--- src/one_wire_bus_master_assert.svh ---
// Assertion macros for the one-wire bus master.
`ifndef ONE_WIRE_BUS_MASTER_ASSERT_SVH
`define ONE_WIRE_BUS_MASTER_ASSERT_SVH

// Same-cycle implication, checked while out of reset.
`define OWBM_ASSERT_NOW(label, ante, cons) \
  label: assert property (@(posedge clk) disable iff (rst) (ante) |-> (cons)) \
    else $error("owbm: same-cycle check failed");

// Next-cycle implication, checked while out of reset.
`define OWBM_ASSERT_NEXT(label, ante, cons) \
  label: assert property (@(posedge clk) disable iff (rst) (ante) |=> (cons)) \
    else $error("owbm: next-cycle check failed");

`endif

--- src/owbm_pkg.sv ---
// Shared types and constants of the one-wire bus master.
`timescale 1ns / 1ps
`default_nettype none
package owbm_pkg;

  localparam int BITS_PER_BYTE = 8;
  localparam int BYTE_W        = 8;
  localparam int BIT_CNT_W     = 4;
  localparam int TIME_W        = 10;
  localparam int CFG_IDX_W     = 3;
  localparam int CFG_DATA_W    = 10;

  // Register indexes.
  localparam logic [CFG_IDX_W-1:0] REG_RESET_LOW     = 3'd0;
  localparam logic [CFG_IDX_W-1:0] REG_PRESENCE_WAIT = 3'd1;
  localparam logic [CFG_IDX_W-1:0] REG_RESET_TAIL    = 3'd2;
  localparam logic [CFG_IDX_W-1:0] REG_SHORT_LOW     = 3'd3;
  localparam logic [CFG_IDX_W-1:0] REG_SLOT          = 3'd4;
  localparam logic [CFG_IDX_W-1:0] REG_READ_LOW      = 3'd5;
  localparam logic [CFG_IDX_W-1:0] REG_READ_TAIL     = 3'd6;

  // Register reset values.
  localparam logic [TIME_W-1:0] RST_RESET_LOW     = 10'd480;
  localparam logic [TIME_W-1:0] RST_PRESENCE_WAIT = 10'd80;
  localparam logic [TIME_W-1:0] RST_RESET_TAIL    = 10'd400;
  localparam logic [BYTE_W-1:0] RST_SHORT_LOW     = 8'd1;
  localparam logic [BYTE_W-1:0] RST_SLOT          = 8'd60;
  localparam logic [BYTE_W-1:0] RST_READ_LOW      = 8'd2;
  localparam logic [BYTE_W-1:0] RST_READ_TAIL     = 8'd60;

  // Operation codes.
  localparam logic [1:0] OP_RESET = 2'd0;
  localparam logic [1:0] OP_WRITE = 2'd1;
  localparam logic [1:0] OP_READ  = 2'd2;

  typedef struct packed {
    logic              command_valid;
    logic [1:0]        operation;
    logic [BYTE_W-1:0] write_value;
    logic              line_level;
  } cmd_word_t;

  typedef struct packed {
    logic              drive_low;
    logic              busy_res;
    logic              done_res;
    logic              presence_found;
    logic [BYTE_W-1:0] read_value;
    logic              command_rejected;
  } res_word_t;

  typedef struct packed {
    logic [TIME_W-1:0] reset_low_time;
    logic [TIME_W-1:0] presence_wait_time;
    logic [TIME_W-1:0] reset_tail_time;
    logic [BYTE_W-1:0] short_low_time;
    logic [BYTE_W-1:0] slot_time;
    logic [BYTE_W-1:0] read_low_time;
    logic [BYTE_W-1:0] read_tail_time;
  } cfg_t;

endpackage
`default_nettype wire

--- src/one_wire_bus_master.sv ---
// Top level of the one-wire bus master: tick input register, sequencer, result register.
// Path: a word is held in the input register until the sequencer moves it into a free
//   result register.
// Throughput: one tick word per cycle while results are taken; one sequencer step per word.
// Reset: synchronous, active high; clears the sequencer to idle, presence and read byte to
//   zero, and loads the timing registers with their defaults. No memories, no clearing pass.
`timescale 1ns / 1ps
`default_nettype none
`include "one_wire_bus_master_assert.svh"
module one_wire_bus_master
  import owbm_pkg::*;
(
  input  wire logic                  clk,
  input  wire logic                  rst,
  // Tick words in.
  input  wire logic                  cmd_valid,
  output logic                       cmd_ready,
  input  wire cmd_word_t             cmd_word,
  // Result words out.
  output logic                       res_valid,
  input  wire logic                  res_ready,
  output res_word_t                  res_word,
  // Timing register writes.
  input  wire logic                  cfg_write_en,
  input  wire logic [CFG_IDX_W-1:0]  cfg_index,
  input  wire logic [CFG_DATA_W-1:0] cfg_data
);

  // Input register: holds one tick word until the sequencer takes it.
  logic      in_valid;
  cmd_word_t in_word;
  // Advance one word from the input register through the sequencer into the result register.
  logic      step;
  res_word_t step_res;

  // Advance when a word is held and the result register is empty or being drained this cycle.
  assign step      = in_valid && (!res_valid || res_ready);
  // Take a new word when the input register is empty or moves on in this cycle.
  assign cmd_ready = !in_valid || step;

  always_ff @(posedge clk) begin
    if (rst) begin
      in_valid <= 1'b0;
    end else if (cmd_ready) begin
      in_valid <= cmd_valid;
    end
  end

  // Payload needs no reset; load it only on acceptance.
  always_ff @(posedge clk) begin
    if (cmd_valid && cmd_ready) begin
      in_word <= cmd_word;
    end
  end

  // Sequencer: the state update for one tick happens in the cycle the word steps.
  owbm_core u_core (
    .clk          (clk),
    .rst          (rst),
    .cfg_write_en (cfg_write_en),
    .cfg_index    (cfg_index),
    .cfg_data     (cfg_data),
    .step         (step),
    .word         (in_word),
    .res          (step_res)
  );

  // Result register: hold the word until the far side takes it.
  always_ff @(posedge clk) begin
    if (rst) begin
      res_valid <= 1'b0;
    end else if (step) begin
      res_valid <= 1'b1;
    end else if (res_ready) begin
      res_valid <= 1'b0;
    end
  end

  always_ff @(posedge clk) begin
    if (step) begin
      res_word <= step_res;
    end
  end

  // A finished command always belongs to a busy tick.
  `OWBM_ASSERT_NOW(a_done_busy, res_valid && res_word.done_res, res_word.busy_res)
  // The line is only pulled low during a command.
  `OWBM_ASSERT_NOW(a_drive_busy, res_valid && res_word.drive_low, res_word.busy_res)
  // An empty result register never blocks the input side.
  `OWBM_ASSERT_NOW(a_ready_empty, !res_valid, cmd_ready)
  // A stalled result is not dropped.
  `OWBM_ASSERT_NEXT(a_res_hold, res_valid && !res_ready, res_valid)

endmodule
`default_nettype wire

--- src/owbm_core.sv ---
// Slot sequencer and timing registers of the one-wire bus master.
`timescale 1ns / 1ps
`default_nettype none
module owbm_core
  import owbm_pkg::*;
(
  input  wire logic                  clk,
  input  wire logic                  rst,
  input  wire logic                  cfg_write_en,
  input  wire logic [CFG_IDX_W-1:0]  cfg_index,
  input  wire logic [CFG_DATA_W-1:0] cfg_data,
  input  wire logic                  step,
  input  wire cmd_word_t             word,
  output res_word_t                  res
);

  localparam logic [3:0] PH_IDLE       = 4'd0;
  localparam logic [3:0] PH_RST_LOW    = 4'd1;
  localparam logic [3:0] PH_RST_WAIT   = 4'd2;
  localparam logic [3:0] PH_RST_SAMPLE = 4'd3;
  localparam logic [3:0] PH_RST_TAIL   = 4'd4;
  localparam logic [3:0] PH_WR_LOW     = 4'd5;
  localparam logic [3:0] PH_WR_REL     = 4'd6;
  localparam logic [3:0] PH_RD_LOW     = 4'd7;
  localparam logic [3:0] PH_RD_SAMPLE  = 4'd8;
  localparam logic [3:0] PH_RD_TAIL    = 4'd9;

  localparam logic [TIME_W-1:0] ONE_TICK = TIME_W'(1);

  typedef struct packed {
    logic [3:0]           phase;
    logic [TIME_W-1:0]    time_left;
    logic [BIT_CNT_W-1:0] bits_left;
    logic [BYTE_W-1:0]    shift_byte;
    logic [BYTE_W-1:0]    read_result;
  } seq_t;

  cfg_t  cfg;
  seq_t  seq;
  seq_t  seq_next;
  logic  presence;
  logic  presence_next;
  logic  run;

  function automatic logic [TIME_W-1:0] widen(input logic [BYTE_W-1:0] v);
    return {{(TIME_W-BYTE_W){1'b0}}, v};
  endfunction

  function automatic seq_t set_phase(input seq_t s, input logic [3:0] p,
                                     input logic [TIME_W-1:0] t);
    seq_t r;
    r = s;
    r.phase = p;
    r.time_left = t;
    return r;
  endfunction

  // Enter a write slot; skip whole one-bits whose low and release times are zero.
  function automatic seq_t wr_enter(input seq_t s, input cfg_t c);
    seq_t r;
    logic stop;
    r = s;
    stop = 1'b0;
    for (int i = 0; i < BITS_PER_BYTE; i++) begin
      if (!stop) begin
        if (r.shift_byte[0] && c.short_low_time == '0 && c.slot_time == '0) begin
          r.shift_byte = r.shift_byte >> 1;
          if (r.bits_left != '0) r.bits_left = r.bits_left - 1'b1;
          if (r.bits_left == '0) begin
            r = set_phase(r, PH_IDLE, '0);
            stop = 1'b1;
          end
        end else begin
          stop = 1'b1;
          if (r.shift_byte[0]) begin
            if (c.short_low_time != '0) r = set_phase(r, PH_WR_LOW, widen(c.short_low_time));
            else r = set_phase(r, PH_WR_REL, widen(c.slot_time));
          end else begin
            if (c.slot_time != '0) r = set_phase(r, PH_WR_LOW, widen(c.slot_time));
            else r = set_phase(r, PH_WR_REL, ONE_TICK);
          end
        end
      end
    end
    return r;
  endfunction

  function automatic seq_t wr_rel_end(input seq_t s, input cfg_t c);
    seq_t r;
    r = s;
    r.shift_byte = r.shift_byte >> 1;
    if (r.bits_left != '0) r.bits_left = r.bits_left - 1'b1;
    if (r.bits_left == '0) r = set_phase(r, PH_IDLE, '0);
    else r = wr_enter(r, c);
    return r;
  endfunction

  function automatic seq_t rd_low_enter(input seq_t s, input cfg_t c);
    if (c.read_low_time != '0) return set_phase(s, PH_RD_LOW, widen(c.read_low_time));
    return set_phase(s, PH_RD_SAMPLE, ONE_TICK);
  endfunction

  function automatic seq_t rd_tail_end(input seq_t s, input cfg_t c);
    seq_t r;
    r = s;
    if (r.bits_left != '0) r.bits_left = r.bits_left - 1'b1;
    if (r.bits_left != '0) begin
      r = rd_low_enter(r, c);
    end else begin
      r.read_result = r.shift_byte;
      r = set_phase(r, PH_IDLE, '0);
    end
    return r;
  endfunction

  function automatic seq_t rst_wait_enter(input seq_t s, input cfg_t c);
    if (c.presence_wait_time != '0)
      return set_phase(s, PH_RST_WAIT, c.presence_wait_time);
    return set_phase(s, PH_RST_SAMPLE, ONE_TICK);
  endfunction

  function automatic seq_t rst_low_enter(input seq_t s, input cfg_t c);
    if (c.reset_low_time != '0) return set_phase(s, PH_RST_LOW, c.reset_low_time);
    return rst_wait_enter(s, c);
  endfunction

  // Leave the current period when its count runs out.
  function automatic seq_t advance(input seq_t s, input cfg_t c);
    seq_t r;
    r = s;
    case (s.phase)
      PH_RST_LOW:    r = rst_wait_enter(s, c);
      PH_RST_WAIT:   r = set_phase(s, PH_RST_SAMPLE, ONE_TICK);
      PH_RST_SAMPLE: begin
        if (c.reset_tail_time != '0) r = set_phase(s, PH_RST_TAIL, c.reset_tail_time);
        else r = set_phase(s, PH_IDLE, '0);
      end
      PH_WR_LOW: begin
        if (!s.shift_byte[0]) r = set_phase(s, PH_WR_REL, ONE_TICK);
        else if (c.slot_time != '0) r = set_phase(s, PH_WR_REL, widen(c.slot_time));
        else r = wr_rel_end(s, c);
      end
      PH_WR_REL:     r = wr_rel_end(s, c);
      PH_RD_LOW:     r = set_phase(s, PH_RD_SAMPLE, ONE_TICK);
      PH_RD_SAMPLE: begin
        if (c.read_tail_time != '0) r = set_phase(s, PH_RD_TAIL, widen(c.read_tail_time));
        else r = rd_tail_end(s, c);
      end
      PH_RD_TAIL:    r = rd_tail_end(s, c);
      default:       r = set_phase(s, PH_IDLE, '0);
    endcase
    return r;
  endfunction

  always_comb begin
    seq_next = seq;
    presence_next = presence;
    res = '0;
    run = 1'b0;
    if (seq.phase == PH_IDLE) begin
      if (word.command_valid) begin
        seq_next.bits_left = BIT_CNT_W'(BITS_PER_BYTE);
        res.busy_res = 1'b1;
        case (word.operation)
          OP_RESET: seq_next = rst_low_enter(seq_next, cfg);
          OP_WRITE: begin
            seq_next.shift_byte = word.write_value;
            seq_next = wr_enter(seq_next, cfg);
          end
          OP_READ: begin
            seq_next.shift_byte = '0;
            seq_next = rd_low_enter(seq_next, cfg);
          end
          default: begin
            seq_next = seq;
            res.busy_res = 1'b0;
            res.command_rejected = 1'b1;
          end
        endcase
        run = res.busy_res && seq_next.phase != PH_IDLE;
      end
    end else begin
      res.busy_res = 1'b1;
      res.command_rejected = word.command_valid;
      run = 1'b1;
    end

    if (run) begin
      res.drive_low = seq_next.phase == PH_RST_LOW || seq_next.phase == PH_WR_LOW ||
                      seq_next.phase == PH_RD_LOW;
      if (seq_next.phase == PH_RST_SAMPLE) presence_next = !word.line_level;
      if (seq_next.phase == PH_RD_SAMPLE)
        seq_next.shift_byte = {word.line_level, seq_next.shift_byte[BYTE_W-1:1]};
      if (seq_next.time_left != '0) seq_next.time_left = seq_next.time_left - 1'b1;
      if (seq_next.time_left == '0) seq_next = advance(seq_next, cfg);
    end

    res.done_res = res.busy_res && seq_next.phase == PH_IDLE;
    res.presence_found = presence_next;
    res.read_value = seq_next.read_result;
  end

  always_ff @(posedge clk) begin
    if (rst) begin
      seq.phase       <= PH_IDLE;
      seq.time_left   <= '0;
      seq.bits_left   <= '0;
      seq.shift_byte  <= '0;
      seq.read_result <= '0;
      presence        <= 1'b0;
    end else if (step) begin
      seq      <= seq_next;
      presence <= presence_next;
    end
  end

  always_ff @(posedge clk) begin
    if (rst) begin
      cfg.reset_low_time     <= RST_RESET_LOW;
      cfg.presence_wait_time <= RST_PRESENCE_WAIT;
      cfg.reset_tail_time    <= RST_RESET_TAIL;
      cfg.short_low_time     <= RST_SHORT_LOW;
      cfg.slot_time          <= RST_SLOT;
      cfg.read_low_time      <= RST_READ_LOW;
      cfg.read_tail_time     <= RST_READ_TAIL;
    end else if (cfg_write_en) begin
      case (cfg_index)
        REG_RESET_LOW:     cfg.reset_low_time     <= cfg_data;
        REG_PRESENCE_WAIT: cfg.presence_wait_time <= cfg_data;
        REG_RESET_TAIL:    cfg.reset_tail_time    <= cfg_data;
        REG_SHORT_LOW:     cfg.short_low_time     <= cfg_data[BYTE_W-1:0];
        REG_SLOT:          cfg.slot_time          <= cfg_data[BYTE_W-1:0];
        REG_READ_LOW:      cfg.read_low_time      <= cfg_data[BYTE_W-1:0];
        REG_READ_TAIL:     cfg.read_tail_time     <= cfg_data[BYTE_W-1:0];
        default:           cfg <= cfg;
      endcase
    end
  end

endmodule
`default_nettype wire
--- config.mk ---
export PLATFORM = sky130hd
export DESIGN_NAME = one_wire_bus_master
export DESIGN_NICKNAME = d
export VERILOG_FILES = /design/src/owbm_pkg.sv /design/src/one_wire_bus_master.sv /design/src/owbm_core.sv
export VERILOG_INCLUDE_DIRS = /design/src /design/src/src
export SDC_FILE = /design/constraint.sdc
export NUM_CORES = 1
export LEC_CHECK = 0
export CORE_MARGIN = 2
export CORE_UTILIZATION = 42
export DETAILED_ROUTE_END_ITERATION = 10
export DONT_BUFFER_PORTS = 1
export PLACE_DENSITY = 0.61
export SKIP_CTS_REPAIR_TIMING = 1
export SLEW_MARGIN = 20
export SYNTH_ARGS = -nofsm -noshare
export SYNTH_HDL_FRONTEND = slang
export SYNTH_SLANG_ARGS = --single-unit
--- constraint.sdc ---
create_clock -name clk -period 32.7 [get_ports clk]
set_input_delay 6.54 -clock clk [delete_from_list [all_inputs] [get_ports clk]]
set_output_delay 6.54 -clock clk [all_outputs]
set_load 0.01 [all_outputs]
==> results_dict.tcl <==
set metrics [dict create \
    status "complete, no violations" \
    grt_pass1_vias 11930 \
    synthDistinctLibCells 98 \
    setup.worst_path.end_class "flip-flop" \
    multi_input_comb_area_mm2 0.007971 \
    start_util_pct 42.81 \
    final-max-slew-violation-count 0 \
    timing.final.ws_setup_ns 15.10 \
    setup_viol 0 \
    pre_cts_slack_ns 15.40 \
    cts.htree.levels 4 \
    synthFlopType "dfxtp_1" \
    cts-root-to-sink-buffers 2 \
    via_count 12790 \
    numCtsBuffers 17 \
    routedWlPerCell_um 23.23 \
    cellPowerDensity_mw_per_mm2 45.00 \
    combPwrFrac_pct 34.1 \
    min_period_over_period_pct 53.84 \
    seqPwrFrac_pct 31.6 \
    tns_ns 0 \
    cts_root_buf "clkbuf_16" \
    netlist.area_leader.share_pct 17.77 \
    avgSynthCellArea_um2 6.999 \
    synth_edf_count 25 \
    worst_path_max_delay_cell "a211o_1" \
    die_w_um 167.0 \
    die_area_mm2 0.02788 \
    die_height_um 167.0 \
    worstSkewPairLatency_ns 0.43 \
    clkTransAtPathRegs_ns 0.06 \
    whs_path_depth 2 \
    io_buffers 0 \
    post-route-drc-count 0 \
    antenna_cells 0 \
    max_freq_mhz 56.80 \
    yosysSeqAreaShare_pct 24.50 \
    grt.total_usage_pct 30.91 \
    drt_iter0_markers 1526 \
    fin_util_pct 46.09 \
    worst_hold_slack_ns 0.4482 \
    period_minus_slack_ns 17.60 \
    syn_nets 1639 \
    max-slew-margin-rel_pct 25.61 \
    peakVddDrop_uv 34.30 \
    r2r_slack_ns 15.10 \
    rsz0062_at_grt "no" \
    seq_area_mm2 0.002733 \
    coreArea_mm2 0.02606 \
    synth_cells 1594 \
    fin_nets 1595 \
    placed_area_mm2 0.01143 \
    syn_area_mm2 0.01116 \
    worst_pin_slew_ns 1.116 \
    synth_largest_area_cell "dfxtp_1" \
    first_pass_iters 10 \
    yosysWarnings 0 \
    worstSetupStartpointType "flip-flop" \
    grt-ovfl-total 0 \
    critPathKind "reg2reg" \
    hold_viol 0 \
    skew_ns 0.01087 \
    crit_arrival_ns 17.93 \
    ys_seq_elements 124 \
    tritoncts "yes" \
    syn2layout_area_growth_pct 7.661 \
    cap_violations 0 \
    crit_path_frequent_cell "ha_1" \
    synth_area_leaders "dfxtp_1 (18%), nand2_1 (9.8%), edfxtp_1 (6.7%), a21oi_1 (6.7%), nor2_1 (5.0%)" \
    io_pins 45 \
    cts.sinks 124 \
    grt_max_degree 102 \
    async_flop_share_pct 0 \
    ant_nets 0 \
    cp_max_fo 17 \
    leakagePower_nw 4.074 \
    clkPwrFrac_pct 34.3 \
    switching_power_w 0.0002099 \
    grt_first_pass_wirelength_mm 68.54 \
    reg2reg_depth 66 \
    hold_class "reg2reg" \
    fp-row-count 59 \
    p_int_w 0.0003306 \
    hpwl_mm 33.35 \
    routed_via_density 6.736 \
    wl_mm 44.10 \
    n_fill_cell 2691 \
    antenna_found_initial 0 \
    gp_congestion 1.014 \
    drive_gt1_share_pct 7.422 \
    stdcell_area_mm2 0.01201 \
    crit_required_ns 33.02 \
    slowest_delay_ns 0.56 \
    power.share.switching_pct 38.83 \
]
[synth_stat cells (all sizes together) (16+ instances only)]
cell,number
dfxtp,99
clkbuf,68
nor2,149
nand3b,22
nor4,32
nand2,292
a31oi,21
or3,16
and2,26
a211oi,19
o31ai,18
a21oi,149
and3,21
nand4,21
o21ai,88
o211ai,20
xnor2,17
inv,36
nor3,60
nand3,59
buf,17
nand2b,17
edfxtp,25
[through the flow]
stage	total power, W	std cells
floorplan	0.0003053	1594
detailed placement	0.0003511	1866
global route	0.0005638	1898
global placement	0.0003503	1866
finish	0.0005404	1898
CTS	0.0005354	1898
[area by class of cell]
class                      count  area share [%]
timing repair buffer          22           1.375
clock buffer                  22           4.125
clock inverter                10          0.6459
multi-input combinational   1346           66.37
inverter                      39           1.240
sequential                   124           22.75
tap                          335           3.490
[routing by layer]
layer / GRT usage, % / wire [µm]
met5: 0 / 0
met4: 13.57 / 1905
met3: 4.254 / 3433
met2: 51.08 / 20550
met1: 40.21 / 18210
[kinds of logic after synthesis]
family | share of synthesized area (%)
simple gates | 33.38
compound gates | 31.70
mux | 2.490
flops | 24.50
xor+xnor | 1.940
buf+inv | 4.318
fa+ha+maj | 1.682
[worst paths after layout]
kind / startpoint / end
min reg2reg: u_core.seq[29] / u_core.seq[29]
max reg2reg: u_core.cfg[23] / u_core.seq[27]
max: u_core.cfg[23] / u_core.seq[27]
min: u_core.seq[29] / u_core.seq[29]
[state kept, by name, summed over array words and instances, names as in the netlist]
signal and cells:
u_core.seq 34, in_word 12, res_word 13, u_core.presence 1, res_valid 1, u_core.cfg 62, in_valid 1
[worst max-delay path: cells and delay by family (launching register included)]
family	cells	cell delay (ns)
adder cells (fa/ha/maj)	11	3.75
flip-flops	1	0.46
XOR/XNOR	2	0.56
multiplexers	2	0.67
AO/OA/AOI/OAI	19	5.23
AND/OR/NAND/NOR	25	6.02
buffers and inverters	7	0.78
[cell usage in the layout, fill, tap and decap left out, types with 9 or more instances in the layout]
cell type and n:
or3_1 16, o31ai_1 17, o21ai_1 9, inv_1 33, o211ai_1 20, a221oi_1 9
a311oi_1 9, edfxtp_1 25, and4_1 11, or4_1 9, o22ai_1 15, o21ai_0 78
nor3_1 56, and3_1 20, a22o_1 13, dfxtp_1 99, o21a_1 14, o2111ai_1 10
nand4_1 21, nand2_1 291, nor2b_1 12, a211oi_1 14, nor4_1 28, buf_4 22
a21oi_1 148, ha_1 15, o31a_1 11, nand3_1 59, xnor2_1 16, nand2b_1 17
nand3b_1 22, a31oi_1 20, mux2i_1 12, nor2_1 149, mux2_2 14, clkbuf_16 18
a22oi_1 12, and2_1 24
[power groups by stage]
stage                     registers (W)  logic, W  clock network [W]
after floorplan                0.000170  0.000136                  0
after global placement         0.000173  0.000177                  0
after detailed placement       0.000174  0.000177                  0
after CTS                      0.000170  0.000178           0.000187
after global routing           0.000171  0.000200           0.000193
final                          0.000171  0.000184           0.000186
Power figures use the tool's default switching activity.
